File: src/sv/ppts_pkg.sv
// Shared types and constants for the per-port traffic statistics engine.
// Used by ppts_ctrl, ppts_dp, per_port_traffic_stats_top, ppts_checker and tb_top; no dependencies.
package ppts_pkg;

    typedef enum logic [2:0] {
        S_IDLE,
        S_EV,
        S_SRCH,
        S_FIN,
        S_DUMP
    } t_state;

    // Commands from the controller to the datapath.
    typedef struct packed {
        logic load;
        logic ev;
        logic srch;
        logic fin;
        logic dump;
    } t_dp_cmd;

    // Status from the datapath to the controller.
    typedef struct packed {
        logic port_ok;
        logic ev_last;
        logic srch_done;
        logic dump_last;
    } t_dp_status;

    // Event counter slots inside a port's row.
    localparam int EV_PKTS    = 0;
    localparam int EV_BUCKET0 = 1;
    localparam int EV_OTHER   = 8;
    localparam int EV_UDP     = 9;
    localparam int EV_TCP     = 10;
    localparam int EV_ICMP    = 11;
    localparam int EV_SYN     = 12;
    localparam int EV_SYNACK  = 13;
    localparam int EV_ACK     = 14;
    localparam int EV_FIN     = 15;
    localparam int EV_RST     = 16;
    localparam int EV_NUM     = 17;

    // Dump beat indexes with special sources.
    localparam logic [4:0] CI_PKTS   = 5'd0;
    localparam logic [4:0] CI_BYTES  = 5'd1;
    localparam logic [4:0] CI_IPS    = 5'd18;
    localparam logic [4:0] CI_PORTS  = 5'd19;
    localparam logic [4:0] EV_LASTIX = 5'd16;

    localparam logic [15:0] ETH_IPV4   = 16'h0800;
    localparam logic [7:0]  PROTO_ICMP = 8'd1;
    localparam logic [7:0]  PROTO_TCP  = 8'd6;
    localparam logic [7:0]  PROTO_UDP  = 8'd17;

    localparam int FL_FIN = 0;
    localparam int FL_SYN = 1;
    localparam int FL_RST = 2;
    localparam int FL_ACK = 4;

    function automatic logic [2:0] len_bucket(input logic [15:0] len);
        logic [2:0] b;
        if (len < 16'd64)        b = 3'd0;
        else if (len < 16'd128)  b = 3'd1;
        else if (len < 16'd256)  b = 3'd2;
        else if (len < 16'd512)  b = 3'd3;
        else if (len < 16'd1024) b = 3'd4;
        else if (len < 16'd1500) b = 3'd5;
        else                     b = 3'd6;
        return b;
    endfunction

endpackage

File: src/sv/ppts_ctrl.sv
// Controller state machine of the traffic statistics engine.
// Depends on ppts_pkg; drives ppts_dp through t_dp_cmd.
module ppts_ctrl
    import ppts_pkg::*;
(
    input  logic       i_clk,
    input  logic       i_rst_n,
    input  logic       i_start,
    input  logic       i_func,
    input  t_dp_status i_stat,
    output t_dp_cmd    o_cmd,
    output logic       o_busy,
    output logic       o_valid
);

    t_state r_state, n_state;

    always_ff @(posedge i_clk) begin
        if (!i_rst_n) r_state <= S_IDLE;
        else          r_state <= n_state;
    end

    always_comb begin
        n_state = r_state;
        unique case (r_state)
            S_IDLE: begin
                if (i_start && i_stat.port_ok) n_state = i_func ? S_DUMP : S_EV;
            end
            S_EV: begin
                if (i_stat.ev_last) n_state = S_SRCH;
            end
            S_SRCH: begin
                if (i_stat.srch_done) n_state = S_FIN;
            end
            S_FIN:  n_state = S_IDLE;
            S_DUMP: begin
                if (i_stat.dump_last) n_state = S_IDLE;
            end
            default: n_state = S_IDLE;
        endcase
    end

    always_comb begin
        o_cmd      = '0;
        o_busy     = 1'b1;
        o_valid    = 1'b0;
        unique case (r_state)
            S_IDLE: begin
                o_busy     = 1'b0;
                o_cmd.load = i_start && i_stat.port_ok;
            end
            S_EV:   o_cmd.ev = 1'b1;
            S_SRCH: o_cmd.srch = 1'b1;
            S_FIN:  o_cmd.fin = 1'b1;
            S_DUMP: begin
                o_cmd.dump = 1'b1;
                o_valid    = 1'b1;
            end
            default: o_busy = 1'b1;
        endcase
    end

endmodule

File: config.mk
export PLATFORM = sky130hd
export DESIGN_NAME = ppts_ctrl
export DESIGN_NICKNAME = d
export VERILOG_FILES = /design/src/sv/ppts_pkg.sv /design/src/sv/ppts_ctrl.sv
export SDC_FILE = /design/constraint.sdc
export NUM_CORES = 1
export LEC_CHECK = 0
export BUFFER_PORTS_ARGS = -buffer_cell sky130_fd_sc_hd__buf_2
export CAP_MARGIN = 20
export CORE_AREA = 2 2 39 41
export CTS_CLUSTER_SIZE = 8
export DETAILED_ROUTE_END_ITERATION = 12
export DIE_AREA = 0 0 41 43
export GPL_ROUTABILITY_DRIVEN = 1
export SYNTH_ARGS = -nofsm -noshare
export SYNTH_HDL_FRONTEND = slang
export SYNTH_SLANG_ARGS = --single-unit
File: constraint.sdc
create_clock -name i_clk -period 1.25 [get_ports i_clk]
set_input_delay 0.125 -clock i_clk [delete_from_list [all_inputs] [get_ports i_clk]]
set_output_delay 0.125 -clock i_clk [all_outputs]
set_load 0.02 [all_outputs]
; ---- Yosys cells after proc, flatten, opt, wreduce, memory -nomap -nowiden
; Index checks and enable logic that the tools add are counted.
[word_totals]
register_bits = 3
wordCells = 24
in_bits = 8
out_inout_bits = 7
[classes]
n_reduce_logical = 3
muxes = 12
eq_ne = 8
[op_table]
columns = operator, n
row1 = $mux 3, 5
row2 = $pmux 3 s4, 1
row3 = $ne 2x2->1 const B, 4
row4 = $eq 3x2->1 const B, 2
row5 = $mux 1, 6
row6 = $reduce_and 4->1, 1
row7 = $eq 3x1->1 const B, 1
row8 = $eq 3x3->1 const B, 1
row9 = $logic_not 3->1, 1
row10 = $logic_and 1x1->1, 1

; ---- Longest topological paths before layout
; Gate-level depths: netlist of the first run.
[depth]
ltp_word = 3
depth_mapped = 3
mapped_depth_nobuf = 3

; ---- Least setup slack after synthesis of the first run
; Ideal clock, no wire load.
[synth_path]
path_type = flip-flop to output port
from = register r_state[2]
to = output port o_cmd[0] in the netlist's numbering
required_time_ps = 1125
n_path_buf = 1
setup_slack_ps = -174
stages_incl_launch_ff = 3
arrival_ps = 1299
path_cell_list = dfxtp_1 > nor3b_1 > buf_4
[synth_via]
elab_chain_cells = 2
[synth_lines]
columns = element, line
row1 = start: declaration, ppts_ctrl.sv:16  ; t_state r_state, n_state;
row2 = start signal: assignment, ppts_ctrl.sv:20  ; else r_state <= n_state;
row3 = $eq 3x3->1, n/a
row4 = $mux 1, n/a
row5 = end: declaration, ppts_ctrl.sv:11  ; output t_dp_cmd o_cmd,
; No other way between the ends.

==> results of run 1 <==
==> kinds of logic (layout without fill, tap and decap cells) <==
kind of cell | count (synthesis) | count (layout)
buffers and inverters | 5 | 24
and+or+nand+nor | 12 | 12
AOI/OAI and AO/OA | 4 | 4
DFF | 3 | 3
==> what timing repair did <==
| item | CTS | global route |
|---|---|---|
| buffers inserted | 2 | 0 |
| resized for setup | 4 | 4 |
| endpoints found under the setup margin | 2 | 3 |
| pin swaps | 2 | 0 |
==> layer usage <==
layer  part of all wire  routed length [um]
met1               0.34                 188
met2               0.58                 322
met3              0.068                  38
met4              0.011                   6
met5                  0                   0
==> how the worst min path moves through the flow <==
stage / cells after the start / to / from
3_5_place_dp: 2 / r_state[0] / i_func
5_1_grt: 2 / r_state[0] / i_func
6_report: 2 / r_state[0] / i_func
2_1_floorplan: 1 / r_state[0] / i_func
4_1_cts: 2 / r_state[0] / i_func
3_3_place_gp: 2 / r_state[0] / i_func
==> cell usage in the layout, fill, tap and decap left out, drive strengths merged <==
master  Yosys  final
nand3       1      1
buf         1     16
nand3b      2      2
nor3b       3      3
o32ai       1      1
inv         4      4
nor3        2      2
nand2       2      2
a31oi       1      1
dfxtp       3      3
clkbuf      0      4
nand2b      1      1
nor2        1      1
a21oi       1      1
o21ai       1      1
==> stage by stage <==
stage,instances,instance area [um2],setup slack [ps]
6_report,59,345.3,32.61
5_1_grt,59,345.3,-15.11
4_1_cts,59,327.8,18.60
3_5_place_dp,53,277.8,185.2
3_3_place_gp,53,277.8,220.8
2_1_floorplan,24,195.2,106.8
==> area by class of cell <==
class                           instances  area (um2)  area share
Clock buffer                            4       26.28     0.07609
Inverter                                4       15.01     0.04348
Multi-Input combinational cell         16       130.1      0.3768
Sequential cell                         3       66.31      0.1920
Tap cell                               16       20.02     0.05797
Timing Repair Buffer                   16       87.58      0.2536
==> critical path, stage by stage, from the launching register on <==
cell     delay, ps
dfxtp_4        380
inv_1           90
nor3b_1        200
buf_2          190
==> power by group <==
| group | switching [mW] | leakage [nW] | internal, mW | total (mW) |
|---|---|---|---|---|
| sequential | 0.00992 | 0.0261 | 0.100 | 0.110 |
| clock | 0.0490 | 0.0150 | 0.120 | 0.169 |
| combinational | 0.0402 | 0.133 | 0.0400 | 0.0801 |
| total | 0.0991 | 0.174 | 0.260 | 0.359 |
==> flow_metrics.py, run 1 <==
metrics = {
    "yosys": {
        "ys_seq_area_frac": 0.3158,
        "synthCells": 24,
        "synth-compound-area-share": 0.1711,
        "synth_area_um2": 190.2,
        "yosys_warnings": 0,
        "synthTopCellsByArea": "dfxtp_1, nor3b_1, o32ai_2",
        "synth_cell_types": 15,
        "synth_fa_ha_area_frac": 0,
        "async_reset_ff_frac": 0,
        "synth-simple-area-share": 0.3947,
        "synth_edf_count": 0,
        "synth.avg_cell_area_um2": 7.924,
        "synth_top_family_by_area": "simple AND/OR/NAND/NOR gates",
        "syn-num-nets": 32,
        "post-synth-top-count-cell": "inv_1",
        "synth-seq-cells": 3,
        "netlist_top_cells_count": "inv_1, dfxtp_1, nor3b_1, nand2_1, nand3b_1",
        "synth_top_area_share": 0.3158,
        "synth_flop_cell": "dfxtp_1",
        "synth_xor_area_frac": 0,
        "muxShareOfSynthArea": 0,
        "synth_top_cell_by_area": "dfxtp_1",
    },
    "layout": {
        "largest_register_ffs": 3,
        "top_regs": "r_state (3)",
        "syn_to_final_growth_pct": 81.58,
        "layout.nets": 52,
        "postLayoutCoreUtil": 0.2495,
        "fillers": 166,
        "drive_gt1_frac": 0.6047,
        "antenna_cells": 0,
        "top_register": "r_state",
    },
    "place": {
        "portBuffers": 14,
        "gp_congestion": 0.6477,
    },
    "drt": {
        "detail-route-antenna-nets": 0,
        "wl_um": 555,
        "wl_per_cell_um": 9.407,
        "drtIter0Drc": 0,
        "vias_per_cell": 3.881,
        "dr.pass1.iters": 1,
        "vias": 229,
        "drc": 0,
    },
    "timing": {
        "tightest_slew_ps": 229.5,
        "finalSetupViolations": 0,
        "fmax_ghz": 0.8214,
        "finalCritPeriodShare": 0.9739,
        "finalHoldViolations": 0,
        "worst_hold_slack_ps": 114.3,
        "tns_ps": 0,
        "drv_slew": 0,
        "slew-limit-headroom": 0.8463,
        "layout_min_cycle_time_ps": 1217,
        "finalClockSkew_ps": 0.7301,
        "rsz0062_at_grt": "yes",
    },
    "floorplan": {
        "die_w_um": 41,
        "io_pins": 15,
        "start_util": 0.1374,
        "core_um2": 1384,
        "fp.dieH_um": 43,
        "die_area_um2": 1763,
        "rows": 14,
    },
    "grt": {
        "grt_util_all_layers": 0.06734,
        "grt_max_degree": 9,
        "use_met3": 0.03141,
        "grt.busiest_layer": "met2",
        "first_global_vias": 215,
        "grt_pass1_wl_um": 724,
        "use_met2": 0.1000,
        "grt_antenna_before_repair": 0,
        "use_met1": 0.05484,
        "overflow": 0,
    },
    "setup_path": {
        "r2r_cells": 4,
        "endpoint": "o_cmd[1]",
        "arrival_ps": 1090,
        "endpoint_kind": "output pin",
        "path_max_fanout": 5,
        "critPathKind": "flop to output pin",
        "startpoint_type": "flop",
        "critical_path_required_ps": 1120,
        "reg2reg_from": "r_state[2]",
        "r2r_slack_ps": 200,
        "cp-startpoint": "r_state[0]",
        "r2r-end": "r_state[0]",
    },
    "clock_tree": {
        "hold_buffers": 0,
        "cts_tree": "yes",
        "cts_root_buf": "clkbuf_4",
        "path_clk_slew_ps": 40,
        "clock_tree.htree_level_count": 1,
        "clk_latency_ps": 230,
        "numCtsBuffers": 3,
        "clkSinkCount": 3,
        "clock_path_buffers": 2,
    },
    "hold_path": {
        "hold_path.class": "primary input to flop",
    },
    "flow_run": {
        "drv_cap": 0,
    },
    "power": {
        "power_leakage_nw": 0.1745,
        "pwr_density_cell_nw_per_um2": 1039,
        "finalPower_mw": 0.3590,
        "ir_drop_uv": 218.7,
    },
    "run_status": {
        "outcome": "finished clean",
    },
}
Power figures use the tool's default switching activity.
==> run 2, diff against run 1 <==
==> constraint.sdc (replaced) <==
create_clock -name i_clk -period 1.25 [get_ports i_clk]
set_input_delay 0 -clock i_clk [delete_from_list [all_inputs] [get_ports i_clk]]
set_output_delay 0 -clock i_clk [all_outputs]
set_load 0.02 [all_outputs]
==> flow_metrics.py, run 2 (synthesis gave the netlist of run 1 again) <==
metrics = {
    "run_status": {
        "outcome": "finished clean",
    },
    "layout": {
        "antenna_cells": 0,
        "multi_input_area_um2": 117.6,
        "drive_gt1_frac": 0.5476,
        "layout.nets": 51,
        "mostFrequentLayoutCells": "buf_2, inv_1, clkbuf_4",
        "top_register": "r_state",
        "final_common_cell": "buf_2",
        "stdcell_count": 58,
        "fillers": 163,
        "regArea_um2": 62.56,
        "top_regs": "r_state (3)",
        "largest_register_ffs": 3,
        "postLayoutCoreUtil": 0.2342,
        "syn_to_final_growth_pct": 70.40,
        "stdcell_area_um2": 324.1,
    },
    "timing": {
        "worst_hold_slack_ps": 56.83,
        "rsz0062_at_grt": "no",
        "drv_slew": 0,
        "layout_min_cycle_time_ps": 1109,
        "finalCritPeriodShare": 0.8871,
        "worst_slack_ps": 141.2,
        "tns_ps": 0,
        "slew-limit-headroom": 0.8313,
        "finalHoldViolations": 0,
        "tightest_slew_ps": 252.7,
        "fmax_ghz": 0.9018,
        "finalSetupViolations": 0,
        "finalClockSkew_ps": 5.720,
    },
    "drt": {
        "vias": 221,
        "wl_um": 485,
        "drtIter0Drc": 4,
        "drc": 0,
        "detail-route-antenna-nets": 0,
        "dr.pass1.iters": 2,
        "wl_per_cell_um": 8.362,
        "vias_per_cell": 3.810,
    },
    "grt": {
        "grt_util_all_layers": 0.07021,
        "overflow": 0,
        "grt_pass1_wl_um": 703,
        "first_global_vias": 188,
        "grt_antenna_before_repair": 0,
        "grt_max_degree": 9,
    },
    "setup_path": {
        "path_max_fanout": 6,
        "endpoint_kind": "output pin",
        "startpoint_type": "flop",
        "arrival_ps": 1110,
        "critPathKind": "flop to output pin",
        "critical_path_required_ps": 1250,
    },
    "power": {
        "ir_drop_uv": 267.5,
        "pwr_density_cell_nw_per_um2": 1088,
        "power_leakage_nw": 0.1676,
        "finalPower_mw": 0.3526,
    },
    "floorplan": {
        "core_um2": 1384,
        "rows": 14,
        "start_util": 0.1374,
        "die_w_um": 41,
        "die_area_um2": 1763,
        "io_pins": 15,
        "fp.dieH_um": 43,
    },
    "place": {
        "placedCellCount": 53,
        "portBuffers": 14,
        "gp_congestion": 0.6385,
        "place_area_um2": 277.8,
        "pre_cts_ws_ps": 230.3,
    },
    "clock_tree": {
        "numCtsBuffers": 3,
        "path_clk_slew_ps": 40,
        "clock_path_buffers": 2,
        "cts_root_buf": "clkbuf_4",
        "clkSinkCount": 3,
        "clk_latency_ps": 240,
        "clock_tree.htree_level_count": 1,
        "cts_tree": "yes",
    },
    "flow_run": {
        "drv_cap": 0,
    },
    "hold_path": {
        "hold_path.class": "primary input to flop",
    },
}
[run 2: cell count changes in the layout (fill, tap and decap cells not counted), sizes merged]
cell	before	now
buf	16	14
dlygate4sd3	0	1
[run 2: area by class of cell]
type / instances / area share
Multi-Input combinational cell: 16 / 0.3629
Timing Repair Buffer: 15 / 0.2548
Sequential cell: 3 / 0.1931
Clock buffer: 4 / 0.08108
Tap cell: 16 / 0.06178
Inverter: 4 / 0.04633
[run 2: final timing paths]
kind	cells past startpoint	end	startpoint	slack (ps)
worst max-delay path	4	o_cmd[4]	r_state[2]	140
worst min-delay path	3	r_state[0]	i_rst_n	60
worst max register to register	3	r_state[0]	r_state[1]	280
worst min register to register	2	r_state[1]	r_state[0]	530
[run 2: worst max-delay path: stages, from the launching register on]
cell     delay (ps)
dfxtp_2         340
nor3_2          220
nand3_2         120
inv_1            70
buf_4           130
[run 2: what timing repair did]
action                                 in CTS  in global routing
resized for setup                           0                  4
setup buffers                               0                  0
hold buffers                                1                  0
setup endpoints to repair                   0                  2
endpoints found under the hold margin       1                  0
[run 2: power by group]
| part | total (mW) | switching, mW | internal (mW) |
|---|---|---|---|
| combinational | 0.0702 | 0.0383 | 0.0320 |
| sequential | 0.108 | 0.00671 | 0.101 |
| clock | 0.174 | 0.0545 | 0.120 |
[run 2: per-layer routing]
metal | part of all wire | wire (um) | global-route usage
met1 | 0.37 | 181 | 0.04808
met2 | 0.52 | 253 | 0.09688
met3 | 0.10 | 50 | 0.07853
met4 | 0 | 0 | 0.06000
met5 | 0 | 0 | 0
